`src/bgsf_pkg.sv`:
```
// ----------------------------------------------------------------------------
// bgsf_pkg: shared types and constants for the bus gain smoothstep fader
// Command codes, controller states, datapath command and status structs.
// ----------------------------------------------------------------------------
`default_nettype none
package bgsf_pkg;
    localparam int BUS_COUNT = 8;
    localparam int BUS_W     = $clog2(BUS_COUNT);
    localparam int LINK_W    = 24;

    localparam logic [16:0] UNITY     = 17'd32768;
    localparam logic [16:0] POS_ONE   = 17'd65536;
    localparam logic [16:0] CLOCK_MAX = 17'd131071;

    typedef enum logic [2:0] {
        CMD_SET_VOLUME = 3'd0,
        CMD_SET_MUTE   = 3'd1,
        CMD_FADE_TO    = 3'd2,
        CMD_ADVANCE    = 3'd3,
        CMD_QUERY      = 3'd4
    } cmd_t;

    typedef enum logic [3:0] {
        ST_IDLE,
        ST_APPLY,
        ST_ADV_LOAD,
        ST_ADV_DIV,
        ST_ADV_SQ,
        ST_ADV_CUBE,
        ST_ADV_MIX,
        ST_ADV_WRITE,
        ST_CHAIN,
        ST_DONE
    } state_t;

    typedef struct packed {
        logic apply;      // perform set volume / mute / fade on addressed bus
        logic adv_load;   // load bus under adv_idx, add ticks
        logic div_start;
        logic adv_sq;
        logic adv_cube;
        logic adv_mix;
        logic adv_write;
        logic adv_next;
        logic chain_init;
        logic chain_step;
        logic result_load;
    } dp_cmd_t;

    typedef struct packed {
        logic div_busy;
        logic adv_skip;   // current bus not fading
        logic adv_last;
        logic chain_done;
    } dp_status_t;
endpackage
`default_nettype wire

```
`src/bgsf_ctrl.sv`:
```
// ----------------------------------------------------------------------------
// bgsf_ctrl: command sequencer
// Steps the datapath through apply, advance-time sweep and chain walk.
// ----------------------------------------------------------------------------
`default_nettype none
module bgsf_ctrl (
    input  wire logic               aclk,
    input  wire logic               aresetn,
    input  wire logic               start,
    input  wire logic               is_advance,
    input  wire logic               out_free,
    input  wire bgsf_pkg::dp_status_t status,
    output bgsf_pkg::dp_cmd_t       cmd,
    output logic                    busy
);
    import bgsf_pkg::*;

    state_t state_reg, state_next;

    always_ff @(posedge aclk) begin
        if (!aresetn) begin
            state_reg <= ST_IDLE;
        end else begin
            state_reg <= state_next;
        end
    end

    always_comb begin
        state_next = state_reg;
        unique case (state_reg)
            ST_IDLE:      if (start) state_next = is_advance ? ST_ADV_LOAD : ST_APPLY;
            ST_APPLY:     state_next = ST_CHAIN;
            ST_ADV_LOAD:  state_next = ST_ADV_DIV;
            ST_ADV_DIV: begin
                if (status.adv_skip) begin
                    state_next = status.adv_last ? ST_CHAIN : ST_ADV_LOAD;
                end else if (!status.div_busy) begin
                    state_next = ST_ADV_SQ;
                end
            end
            ST_ADV_SQ:    state_next = ST_ADV_CUBE;
            ST_ADV_CUBE:  state_next = ST_ADV_MIX;
            ST_ADV_MIX:   state_next = ST_ADV_WRITE;
            ST_ADV_WRITE: state_next = status.adv_last ? ST_CHAIN : ST_ADV_LOAD;
            ST_CHAIN:     if (status.chain_done) state_next = ST_DONE;
            ST_DONE:      if (out_free) state_next = ST_IDLE;
            default:      state_next = ST_IDLE;
        endcase
    end

    always_comb begin
        cmd = '0;
        busy = 1'b1;
        unique case (state_reg)
            ST_IDLE: begin
                busy = 1'b0;
                cmd.chain_init = start & ~is_advance;
            end
            ST_APPLY:     cmd.apply = 1'b1;
            ST_ADV_LOAD: begin
                cmd.adv_load  = 1'b1;
                cmd.div_start = 1'b1;
            end
            ST_ADV_DIV: begin
                cmd.adv_next   = status.adv_skip;
                cmd.chain_init = status.adv_skip & status.adv_last;
            end
            ST_ADV_SQ:    cmd.adv_sq = 1'b1;
            ST_ADV_CUBE:  cmd.adv_cube = 1'b1;
            ST_ADV_MIX:   cmd.adv_mix = 1'b1;
            ST_ADV_WRITE: begin
                cmd.adv_write  = 1'b1;
                cmd.adv_next   = 1'b1;
                cmd.chain_init = status.adv_last;
            end
            ST_CHAIN:     cmd.chain_step = 1'b1;
            ST_DONE:      cmd.result_load = out_free;
            default:      busy = 1'b1;
        endcase
    end
endmodule
`default_nettype wire

```
`config.mk`:
```
export PLATFORM = sky130hd
export DESIGN_NAME = bgsf_ctrl
export DESIGN_NICKNAME = d
export VERILOG_FILES = /design/src/bgsf_pkg.sv /design/src/bgsf_ctrl.sv
export SDC_FILE = /design/constraint.sdc
export NUM_CORES = 1
export LEC_CHECK = 0
export BUFFER_PORTS_ARGS = -buffer_cell sky130_fd_sc_hd__buf_2
export CORE_AREA = 2 2 39 41
export CTS_CLUSTER_SIZE = 20
export DETAILED_ROUTE_END_ITERATION = 7
export DIE_AREA = 0 0 41 43
export GPL_TIMING_DRIVEN = 0
export SYNTH_ARGS = -nofsm -noshare
export SYNTH_HDL_FRONTEND = slang
export SYNTH_SLANG_ARGS = --single-unit
```
`constraint.sdc`:
```
create_clock -name aclk -period 2.2 [get_ports aclk]
set_clock_uncertainty 0.2 [all_clocks]
set_input_delay 0.44 -clock aclk [delete_from_list [all_inputs] [get_ports aclk]]
set_output_delay 0.44 -clock aclk [all_outputs]
set_load 0.05 [all_outputs]
```
After elaboration in Yosys (flattened, before gate mapping)

Index checks and enable logic that the tools add are counted.

Bits in registers: 4
Latch bits: 0
RAM bits: 0
Bits in read-only memories: 0
Input bits: 9
Output and inout bits: 12
Word-level logic and storage cells: 38
Memories kept: 0

$add $sub $neg: 0
Multiply operators: 0
Div/mod/pow operators: 0
Order comparisons: 0
Equality and inequality tests: 13
Shifts and indexed selects: 0
Muxes and demuxes: 19
Bitwise logic cells: 3
Reductions and logical operators: 2

Operators with widths:

| kind               | count |
|---|---|
| $pmux 4 s10        | 1 |
| $mux 4             | 6 |
| $eq 4x3->1 const B | 4 |
| $eq 4x2->1 const B | 2 |
| $eq 4x4->1 const B | 2 |
| $mux 1             | 8 |
| $ne 2x2->1 const B | 3 |
| $eq 4x1->1 const B | 1 |
| $logic_not 4->1    | 1 |
| $mux 2             | 2 |
| $reduce_and 4->1   | 1 |
| $ne 3x3->1 const B | 1 |
| $pmux 1 s3         | 1 |
| $and 1x1->1        | 2 |
| $pmux 1 s2         | 1 |
| $not 1->1          | 1 |

Logic depth before layout (Yosys ltp)

Gate-level depths: netlist (run 1).

Depth after elaboration: 3
Mapped depth: 5
Depth with buffers taken out: 4

Least setup slack after synthesis (run 1)

OpenSTA, ideal clock, no wires.

Path type: register to output
From: register state_reg[3]
To: output port cmd[2] (netlist bit)
Arrival: 2,119 ps
Required time: 1,560 ps
Slack: -559 ps
Cell stages (with the launch flop): 5
Path buffers: 1
Cell sequence: dfxtp_1 buf_2 nor2_1 nand2_1 o21ai_0

RTL lines:

| what                   | RTL line        | RTL |
|---|---|---|
| start, declared        | bgsf_ctrl.sv:18 | `state_t state_reg, state_next;` |
| start signal, assigned | bgsf_ctrl.sv:24 | `state_reg <= state_next;` |
| end, declared          | bgsf_ctrl.sv:13 | `output bgsf_pkg::dp_cmd_t cmd,` |

==> run_results.csv, run 1 <==
group,metric,value,unit
placed_design,portBuffers,20,
clock_tree,h-tree-depth,1,
detailed_routing,route.detailed.drc,0,
setup_path,crit_path_end_kind,"primary output",
cells_and_area,multiInputGateArea,320,um^2
cells_and_area,ff_latch_area,80.1,um^2
die,die_h,43,um
detailed_routing,routed_wl,1.07,mm
pwr,irDropWorstVdd,0.295,mV
cells_and_area,num-nets-final,95,
clock_tree,cts_setup_buffers,0,
sta,tightestPinTransition,0.349,ns
detailed_routing,drt-vias-per-instance,5.14,
yosys,synth_nets,70,
die,die_w,41,um
detailed_routing,dr.pass1.iters,4,
grt,grt_use_total,13.8,%
yosys,netlist_instances,61,
setup_path,r2r_start,"state_reg[1]",
run,max-cap-violations,0,
status,status,"complete, no violations",
yosys,yosysWarnings,0,
die,fp.dieArea,0.00176,mm^2
setup_path,crit_buf_inv,2,
cells_and_area,num-fill-cells,150,
setup_path,critPathLaunchType,"register",
yosys,syn_area,410,um^2
detailed_routing,dr.first_iter.drc_count,9,
setup_path,crit_required,1.56,ns
sta,max-slew-margin-rel,76.1,%
die,core_area,0.00138,mm^2
cells_and_area,largest_reg_flops,4,
cells_and_area,drive_above_1_share,45.2,%
cells_and_area,diodes,0,
sta,fmax,479,MHz
cells_and_area,design_area,603,um^2
pwr,p_total,0.000603,W
pwr,p_leak,0.305,nW
sta,slew_violations,0,
min_path,min_from,"status[1]",
sta,finalSetupViolCount,0,
detailed_routing,ant_nets,0,
cells_and_area,fin_util,43.6,%
setup_path,cp_slowest_cell,"dfxtp_1",
sta,finalHoldViolCount,0,
setup_path,path_class,"reg2out",
clock_tree,clk_pin_slew,0.04,ns
die,row_count,14,
yosys,yosysSeqAreaShare,19.5,%
placed_design,placed_area,572,um^2
yosys,ys_ff_latch,4,
grt,grt_max_degree,11,
sta,grt_setup_unrepaired,"false",
setup_path,critPathTopFamily,"buffers and inverters",
grt,grt-ovfl-total,0,
placed_design,hpwlAfterDp,868,um
setup_path,cp-startpoint,"state_reg[2]",
cells_and_area,area_growth,47.0,%
clock_tree,numCtsBuffers,3,
setup_path,critical-path-max-stage-delay,0.33,ns
sta,period_share,94.9,%
sta,tns,0,ns
grt,grt_pass1_vias,441,
yosys,synth.distinct_cells,24,
yosys,avgSynthCellArea,6.73,um^2
sta,setup_ws,0.113,ns
setup_path,crit_chain,"clkbuf_4 -> nor2_1 -> nor3_4 -> nand2_1 -> o21ai_2 -> buf_4",
detailed_routing,dr_total_vias,514,
grt,antenna_found_initial,0,
die,io_pins,21,
clock_tree,clk_latency,0.23,ns
setup_path,cp_data_arrival_time,1.45,ns
setup_path,cp_max_fo,10,
placed_design,post-place-ws,0.227,ns
detailed_routing,wl_per_cell,10.7,um
min_path,hold_class,"in2reg",
clock_tree,root_buffer,"clkbuf_4",
clock_tree,clock_sinks,4,
clock_tree,clockBufferDepth,2,
pwr,p_per_area,999,mW/mm^2
die,start_util,29.7,%
placed_design,gp_congestion,0.848,
grt,grt_pass1_wl,1.70,mm
clock_tree,tritoncts,"done",
sta,period_needed,2.09,ns
==> metal layers <==
layer  vias up  global-route usage, %  share of wire, %
met5         -                      0                 0
met4         0                   4.00               1.0
met3         2                   3.14               6.4
met2        17                   22.8                50
met1       238                   16.7                43
li1        257                      -                 -
==> where the power goes <==
| group | switching [W] | total, W | internal [W] | leakage (nW) |
|---|---|---|---|---|
| logic | 0.000282 | 0.000409 | 0.000128 | 0.259 |
| registers | 0.0000158 | 0.000105 | 0.0000891 | 0.0327 |
| clock network | 0.0000277 | 0.0000886 | 0.0000608 | 0.0138 |
| total | 0.000325 | 0.000603 | 0.000277 | 0.305 |
==> cells in the mapped netlist <==
library cell | number | share of area (%)
a221oi_1 | 1 | 2.1
dfxtp_1 | 4 | 20
nor2_1 | 9 | 8.2
nor3_1 | 6 | 7.3
nand2b_1 | 4 | 6.1
or4_4 | 1 | 2.7
and2_1 | 1 | 1.5
a21oi_1 | 1 | 1.2
a2111oi_0 | 1 | 2.1
nor2b_1 | 1 | 1.5
o21ai_0 | 2 | 2.4
o41ai_2 | 1 | 4.0
mux2i_1 | 1 | 2.4
a21o_1 | 2 | 3.7
and3b_1 | 1 | 2.1
buf_4 | 3 | 5.5
or4_1 | 1 | 1.8
inv_1 | 5 | 4.6
buf_2 | 2 | 2.4
nor3_2 | 1 | 2.4
nand3_1 | 3 | 3.7
nand2_1 | 8 | 7.3
o22ai_1 | 1 | 1.5
a2111oi_2 | 1 | 3.7
==> layout by cell type (no fill, tap or decap), types with 2 or more instances in the layout <==
cell / netlist / layout
buf_2: 2 / 20
nor2_1: 9 / 9
nand2_1: 8 / 8
inv_1: 5 / 5
clkbuf_4: 0 / 4
nand2b_1: 4 / 4
nor3_2: 1 / 4
dfxtp_1: 4 / 4
buf_4: 3 / 3
nand3_1: 3 / 3
nor3_4: 0 / 2
a21o_1: 2 / 2
==> cells by family after synthesis <==
family	Yosys count	synth area share, %
multiplexers	1	2.44
AO/OA/AOI/OAI	10	20.7
buffers and inverters	10	12.5
flip-flops	4	19.5
AND/OR/NAND/NOR	36	44.8
==> metrics by stage <==
stage | instances | hold slack [ns]
floorplan | 61 | 0.381
global placement | 97 | 0.489
detailed placement | 97 | 0.492
CTS | 100 | 0.289
global route | 100 | 0.303
finish | 100 | 0.290
==> final timing paths <==
path / endpoint / slack, ns / depth (start not counted)
worst min-delay path: state_reg[3] / 0.29 / 3
worst max register to register: state_reg[0] / 0.48 / 5
worst min register to register: state_reg[0] / 0.47 / 2
worst max-delay path: cmd[2] / 0.11 / 6
==> what timing repair did <==
item                                    CTS  global route
hold buffers                              0             0
gates resized for setup                   1             2
pin swaps                                 0             1
endpoints found under the setup margin    1             1
gates cloned                              0             0
==> worst register-to-register path, cell delays in order, from the launching register on <==
cell	delay, ns
dfxtp_1	0.32
buf_4	0.18
nor3_1	0.20
mux2i_1	0.26
nand3_1	0.15
o41ai_2	0.30
==> cell type report <==
cell class | instances | area share, %
multi-input cells | 47 | 53.1
repair buffers | 20 | 17.0
flip-flops and latches | 4 | 13.3
plain buffers | 5 | 6.43
clock buffers | 3 | 3.73
well taps | 16 | 3.32
inverters | 5 | 3.11
Note: power is estimated with default switching activity, not from simulation.
==> run 2, diff against run 1 <==
ABC_AREA = 1   (was default)
==> run_results.csv, run 2 <==
group,metric,value,unit
status,status,"complete, no violations",
setup_path,cp_data_arrival_time,1.42,ns
cells_and_area,final_cell_mix,"19 x buf_2, 16 x inv_1, 14 x nand2_1",
detailed_routing,route.detailed.drc,0,
setup_path,path_class,"reg2out",
setup_path,critPathTopFamily,"simple AND/OR/NAND/NOR gates",
detailed_routing,ant_nets,0,
die,row_count,14,
setup_path,crit_buf_inv,1,
clock_tree,root_buffer,"clkbuf_4",
cells_and_area,final_common_cell,"buf_2",
die,start_util,30.6,%
sta,fmax,486,MHz
sta,hold_ws,0.289,ns
run,max-cap-violations,0,
setup_path,cp_max_fo,6,
yosys,yosysTopAreaCellShare,18.9,%
yosys,synth-main-ff-cell,"dfxtp_1",
grt,grt_pass1_vias,485,
yosys,yosysSeqAreaShare,18.9,%
clock_tree,h-tree-depth,1,
setup_path,crit_required,1.56,ns
cells_and_area,area_growth,36.1,%
setup_path,r2r_start,"state_reg[0]",
yosys,synth_area_leaders,"dfxtp_1 19%, inv_1 14%, nand2_1 12%, nor2_1 8.9%, nand3_1 8.3%",
placed_design,post-place-ws,0.367,ns
placed_design,portBuffers,20,
yosys,synth_edf_count,0,
pwr,p_leak,0.362,nW
die,die_h,43,um
detailed_routing,routed_wl,1.09,mm
sta,tns,0,ns
setup_path,worst-path-stages,4,
yosys,synth.distinct_cells,19,
sta,finalHoldViolCount,0,
detailed_routing,dr.pass1.iters,3,
grt,grt_use_total,15.7,%
setup_path,crit_path_end_kind,"primary output",
sta,period_needed,2.06,ns
cells_and_area,largest_reg_flops,4,
yosys,avgSynthCellArea,5.64,um^2
yosys,yosysTopAreaCell,"dfxtp_1",
setup_path,rrSetupSlack,0.83,ns
pwr,irDropWorstVdd,0.631,mV
detailed_routing,dr.first_iter.drc_count,5,
cells_and_area,drive_above_1_share,39.8,%
sta,period_share,93.5,%
yosys,synth_nets,84,
clock_tree,cts_setup_buffers,0,
yosys,async_flop_share,0,%
placed_design,hpwlAfterDp,908,um
clock_tree,hold_buffers,0,
clock_tree,clk_latency,0.23,ns
yosys,yosys-top-cells-count,"16 x inv_1, 14 x nand2_1, 10 x nor2_1",
clock_tree,post_cts_resized,0,
clock_tree,clockBufferDepth,2,
sta,tightestPinTransition,0.301,ns
setup_path,critPathLaunchType,"register",
clock_tree,clk_pin_slew,0.04,ns
setup_path,critical-path-max-stage-delay,0.35,ns
grt,grt-ovfl-total,0,
grt,antenna_found_initial,0,
cells_and_area,diodes,0,
setup_path,cp-startpoint,"state_reg[0]",
sta,setup_ws,0.144,ns
detailed_routing,drt-vias-per-instance,4.52,
clock_tree,tritoncts,"done",
sta,slew_violations,0,
die,core_area,0.00138,mm^2
clock_tree,clock_sinks,4,
yosys,yosysWarnings,0,
detailed_routing,wl_per_cell,9.55,um
setup_path,reg2reg_depth,6,
sta,max-slew-margin-rel,79.9,%
die,die_w,41,um
yosys,ys_ff_latch,4,
pwr,p_per_area,1420,mW/mm^2
cells_and_area,fin_util,41.6,%
yosys,synth.most_common_cell,"inv_1",
die,io_pins,21,
yosys,netlist_instances,75,
setup_path,crit_chain,"nor2_2 -> nand3b_1 -> o21ai_1 -> clkbuf_4",
sta,finalSetupViolCount,0,
min_path,hold_class,"in2reg",
placed_design,gp_congestion,0.799,
sta,grt_setup_unrepaired,"false",
grt,grt_max_degree,7,
detailed_routing,dr_total_vias,515,
yosys,syn_area,423,um^2
grt,grt_pass1_wl,1.93,mm
die,fp.dieArea,0.00176,mm^2
cells_and_area,num-nets-final,109,
setup_path,endpoint,"cmd[2]",
setup_path,r2r_end,"state_reg[3]",
setup_path,cp_slowest_cell,"dfxtp_1",
clock_tree,numCtsBuffers,3,
==> run 2: cell count changes after synthesis, sizes merged, moves of 2 or more <==
cell     previous run  this run
a21o                2         0
or4                 2         0
buf                 5         1
nand2               8        17
nand3b              0         2
nor3                7         0
inv                 5        18
nor2                9        15
a2111oi             2         0
nand2b              4         0
a21oi               1         3
nand3               3         9
==> run 2: cell families (layout without fill, tap and decap cells) <==
family / after synthesis / in the layout / share of synthesized area, %
AND/OR/NAND/NOR: 46 / 46 / 55.3
flip-flops: 4 / 4 / 18.9
AO/OA/AOI/OAI: 6 / 6 / 7.99
buffers and inverters: 19 / 42 / 17.8
==> run 2: worst min path at each step <==
stage / start / to / slack, ns / cells after the start
floorplan: state_reg[0] / state_reg[0] / 0.33 / 2
global placement: state_reg[0] / state_reg[0] / 0.36 / 2
detailed placement: state_reg[0] / state_reg[0] / 0.36 / 2
global route: aresetn / state_reg[0] / 0.31 / 3
CTS: aresetn / state_reg[0] / 0.28 / 3
finish: aresetn / state_reg[0] / 0.29 / 3
==> run 2: power breakdown <==
group / internal [W] / switching [W] / leakage [nW] / total (W)
Clock: 0.0000609 / 0.0000289 / 0.0138 / 0.0000898
Sequential: 0.0000989 / 0.0000376 / 0.0331 / 0.000136
Combinational: 0.000161 / 0.000429 / 0.315 / 0.000590
Total: 0.000321 / 0.000495 / 0.362 / 0.000816
==> run 2: tightest hold or removal path, delay by kind of cell <==
kind            cells  cell delay [ns]
compound gates      1             0.10
buf+inv             2             0.14
==> run 2: final cells by class <==
type | instances | area [um^2]
fill | 159 | 808
timing repair buffer | 20 | 103
clock buffer | 3 | 22.5
inverter | 18 | 67.6
multi-input combinational | 52 | 274
sequential | 4 | 81.3
buffer | 1 | 7.51
tap | 16 | 20.0
==> run 2: layer usage <==
| metal | vias to the layer above | share of wire [%] | global-route usage [%] |
|---|---|---|---|
| met5 | - | 0 | 0 |
| met4 | 0 | 0 | 8.00 |
| met3 | 0 | 4.7 | 1.57 |
| met2 | 14 | 50 | 24.7 |
| met1 | 225 | 45 | 20.2 |
| li1 | 276 | - | - |
==> run 2: through the flow <==
step | std cells | power [W] | cell area, um^2
floorplan | 75 | 0.000611 | 429
global placement | 111 | 0.000723 | 549
finish | 114 | 0.000816 | 576
global route | 114 | 0.000892 | 576
detailed placement | 111 | 0.000725 | 549
CTS | 114 | 0.000819 | 572
